--- config.mk ---
export PLATFORM = sky130hd
export DESIGN_NAME = maft_match
export DESIGN_NICKNAME = d
export VERILOG_FILES = /design/src/rtl/maft_pkg.sv /design/src/rtl/maft_match.sv
export SDC_FILE = /design/constraint.sdc
export NUM_CORES = 1
export LEC_CHECK = 0
export BUFFER_PORTS_ARGS = -buffer_cell sky130_fd_sc_hd__buf_2
export CAP_MARGIN = 20
export CORE_MARGIN = 1.5
export CORE_UTILIZATION = 35
export DETAILED_ROUTE_END_ITERATION = 8
export GPL_TIMING_DRIVEN = 0
export PLACE_DENSITY = 0.86
export SLEW_MARGIN = 25
export SYNTH_ARGS = -nofsm -noshare
export SYNTH_HDL_FRONTEND = slang
export SYNTH_SLANG_ARGS = --single-unit
--- constraint.sdc ---
create_clock -name vclk -period 1.4
set_input_delay 0.14 -clock vclk [all_inputs]
set_output_delay 0.14 -clock vclk [all_outputs]
set_load 0.01 [all_outputs]
--- src/rtl/maft_pkg.sv ---
// Shared constants, codes and types of the masked address filter table.
package maft_pkg;

   localparam int TABLE_ENTRIES = 64;
   localparam int IDX_W = $clog2(TABLE_ENTRIES);
   localparam int CNT_W = $clog2(TABLE_ENTRIES + 1);
   localparam int CMP_W = (CNT_W > 7) ? CNT_W : 7;

   // request function codes
   localparam logic [2:0] FN_LOOKUP = 3'd0;
   localparam logic [2:0] FN_APPEND = 3'd1;
   localparam logic [2:0] FN_BAN    = 3'd2;
   localparam logic [2:0] FN_REMOVE = 3'd3;
   localparam logic [2:0] FN_READ   = 3'd4;
   localparam logic [2:0] FN_CLEAR  = 3'd5;

   // response status codes
   localparam logic [2:0] ST_OK        = 3'd0;
   localparam logic [2:0] ST_REPLACED  = 3'd1;
   localparam logic [2:0] ST_REMOVED   = 3'd2;
   localparam logic [2:0] ST_NOT_FOUND = 3'd3;
   localparam logic [2:0] ST_FULL      = 3'd4;

   localparam logic [3:0] FLAG_BANNED = 4'b0001;

   typedef struct packed {
      logic [31:0] host;
      logic [31:0] mask;
      logic [3:0]  flags;
      logic        temporary;
   } entry_type;

   typedef struct packed {
      logic masked_hit;
      logic exact_hit;
   } match_type;

endpackage

--- src/rtl/maft_match.sv ---
// Shared compare unit: masked and exact host match of one table entry.
module maft_match (
   input  maft_pkg::entry_type entry,
   input  logic [31:0]         key,
   output maft_pkg::match_type res
);
   import maft_pkg::*;

   assign res.masked_hit = ((key & entry.mask) == entry.host);
   assign res.exact_hit  = (entry.host == key);

endmodule

Word-level counts from Yosys, hierarchy flattened
Cells that the tools add are included.
{ "totals": {"ff_bits": 0, "inputBits": 101} }
{ "op_classes": {"eq_ne": 2, "n_bitwise": 1} }
{ "op_table": {"columns": ["cell", "n"], "rows": [
  ["$eq A32 B32 Y1", 2],
  ["$and A32 B32 Y32", 1]
]} }

Longest topological paths before layout
{ "logic_depth": {"word_depth": 2, "depth_mapped": 5, "mapped_depth_nobuf": 5} }

Worst setup path after synthesis
OpenSTA, ideal clock, no wires.
{ "synth_timing": {"kind": "input port to output port", "start": "input port key[13]", "end": "output port res[0] (netlist bit)", "arrival_ns": 1.253, "setup_slack_ns": 0.007, "path_stages": 5, "path_buffers": 0, "path_cell_list": "nor2b_1 > nor4_2 > nand2_1 > or4_1 > nor3_2"} }
{ "synth_rtl": {"columns": ["element", "line_no", "text"], "rows": [
  ["from (decl)", "maft_match.sv:4", "input logic [31:0] key,"],
  ["to (decl)", "maft_match.sv:5", "output maft_pkg::match_type res"]
]} }

==> summary.txt <==
Timing
  – Hold Fails Final Rpt: 0
  – Fin crit share: 122%
  – Least-Margin Pin Slew: 0.313 ns
  – Minimum clock period: 1.71 ns
  – Slew Viols, Final: 0
  – Normalized max-slew margin: 78.9%
  – Setup Viol. Count Final: 2
  – RSZ-0062 raised after global routing: true
  – Fmax: 583 MHz
  – Worst hold slack: 0.709 ns
  – Setup ws final: -0.314 ns

Placement
  – RD Place Congestion: 0.792
  – IO Port Bufs: 98
  – Placed Cells incl. Taps: ~250
  – DPL Wire Length: 2.54 mm
  – Pre-CTS setup slack: -0.335 ns

Global routing
  – Number of global-route vias before repair: between 1000 and 1500
  – Largest net degree at the start of global routing: 5
  – First-pass GRT wire length: 4.25 mm
  – GR Util All Layers: between 20 and 25%
  – Overflow after GRT: 0
  – Initial antenna violation count: 0

Layout
  – Sequential cell count: 0
  – Register area: 0 um2
  – Antenna cell count: 0
  – Synth-to-Final Area Change: 77.6%
  – Share of layout cells above drive strength 1: 52.9%
  – Cell Count, Final, Fillers Out: 249
  – Fin nets: 324
  – CLK BUF: 0

Floorplan
  – Core area: about 2200 um2
  – Die W: 52.1 um
  – Top Ports: 103
  – Die area: 2710 um2
  – Initial Utilization: roughly 38%
  – Die Ht: ~52 um
  – Rows: 17

Critical path
  – CP required: 1.26 ns
  – Crit path launch: key[19]
  – CP Max Fanout: 2
  – Arr. time, crit path: roughly 1.6 ns
  – Bufs and invs on worst path: 2
  – CP max stage delay: 0.43 ns
  – Crit-path slowest cell: or4_4
  – CP top delay family: simple AND/OR/NAND/NOR gates
  – Setup crit end kind: output port
  – Crit path kind: in -> out
  – Crit path launch type: input port
  – Worst-path cell chain: buf_6, xor2_1, nor4_1, nand4_1, or4_4, nor3_2, buf_2

Run status
  – Failing checks: negative setup slack
  – Outcome: finished with violations

Worst hold path
  – Worst Hold Class: in -> out
  – Worst Hold Launch: key[25]

Power
  – P per Cell Area: between 200 and 300 nW/um2
  – Logic pwr share: 100.0%
  – Clock share of power: 0%
  – LEAKAGE: approximately 0.73 nW
  – Total Power Consumption: 0.430 mW
  – Largest vdd supply drop: 0.185 mV
  – Switching Fraction: 45.4%
  – Psw: 0.195 mW
  – Power Internal: 0.235 mW
  – Seq pwr share: 0%

Detailed routing
  – Antenna-violating nets left: 0
  – Drt wl/cell: 12.2 um
  – Remaining DRCs: 0
  – DRC marker count from the first detailed-route iteration: 12
  – Avg Vias per Cell: 5.01
  – DRT Pass-1 Iters: 4
  – DR vias: approximately 1200
  – Drt total wl: 3.04 mm

Logic synthesis
  – Sequential fraction of the synthesis area: 0%
  – Synth area leaders: xnor2_1 (27%), xor2_1 (25%), nand2_1 (12%)
  – Synthesized area: 842 um2
  – Mapped Nets: 224
  – Synth area leader: xnor2_1
  – Syn Inst Count: 123
  – YS warnings: 0
  – Netlist cell types: 21
  – Synth top area share: a little over a quarter
  – Syn Area/Cell: 6.85 um2

Clock network
  – # hold bufs at CTS: 0

Run
  – MaxCap Viol Count: 0
==> tightest hold or removal path, stage by stage <==
cell	delay (ns)
buf_2	0.09
xnor2_1	0.07
nand4_1	0.09
nor3_2	0.05
buf_2	0.12
==> cell type report <==
type	count	area, um2
Fill cell	215	738
Inverter	7	31.3
Timing Repair Buffer	98	541
Multi-Input combinational cell	116	888
Tap cell	28	35.0
==> through the flow <==
step           area [um2]  TNS [ns]  util [%]
5_1_grt              1500    -0.544      66.9
2_1_floorplan         842         0         -
3_5_place_dp         1370    -0.457      61.2
4_1_cts              1420    -0.358      63.6
3_3_place_gp         1370    -0.422      61.2
6_report             1500    -0.430      66.9
==> path summary, 6_finish.rpt <==
check / cells past startpoint / slack (ns) / endpoint
worst max-delay path: 7 / -0.31 / res[0]
worst min-delay path: 5 / 0.71 / res[0]
==> synth_stat cells (all sizes together) <==
library cell	count
xnor2	26
or4	2
nor3	2
nor2b	5
nand4	4
a31oi	1
nor2	2
o22ai	6
nand2	26
nor4	13
xor2	24
nand3	1
a22o	1
inv	7
a221oi	2
a32o	1
==> placed cells by master, fill, tap and decap left out, drive strengths merged <==
cell / instances
a31oi: 1
buf: 98
o22ai: 6
a22o: 1
inv: 7
a221oi: 2
xnor2: 26
nand3: 1
nor2b: 5
nand4: 4
xor2: 24
nor2: 2
nand2: 26
nor3: 2
or4: 2
a32o: 1
nor4: 13
==> power groups by stage <==
stage	registers, mW	clock network [mW]	logic, mW
4_1_cts	0	0	0.406
5_1_grt	0	0	0.469
3_3_place_gp	0	0	0.381
3_5_place_dp	0	0	0.384
2_1_floorplan	0	0	0.183
6_report	0	0	0.430
==> repair_timing <==
action	CTS	global route
setup buffers	0	0
endpoints found under the hold margin	0	0
setup endpoints to repair	2	2
gates resized for setup	10	16
pin swaps	1	9
==> logic make-up (layout without fill, tap and decap cells) <==
kind of cell | Yosys count | count (layout) | synth area share, %
AND/OR/NAND/NOR | 55 | 55 | 34.6
AO/OA/AOI/OAI | 11 | 11 | 10.3
XOR/XNOR | 50 | 50 | 52.0
buffers and inverters | 7 | 105 | 3.12
==> layer usage <==
metal | global-route usage [%] | up-vias | wire [um] | share of wire (%)
li1 | - | 629 | - | -
met5 | 0 | - | 0 | 0
met3 | 1.15 | 2 | 274 | 9.0
met4 | 0 | 0 | 9 | 0.30
met2 | 42.8 | 68 | 1690 | 56
met1 | 22.3 | 548 | 1060 | 35
Note: power is estimated with default switching activity, not from simulation.
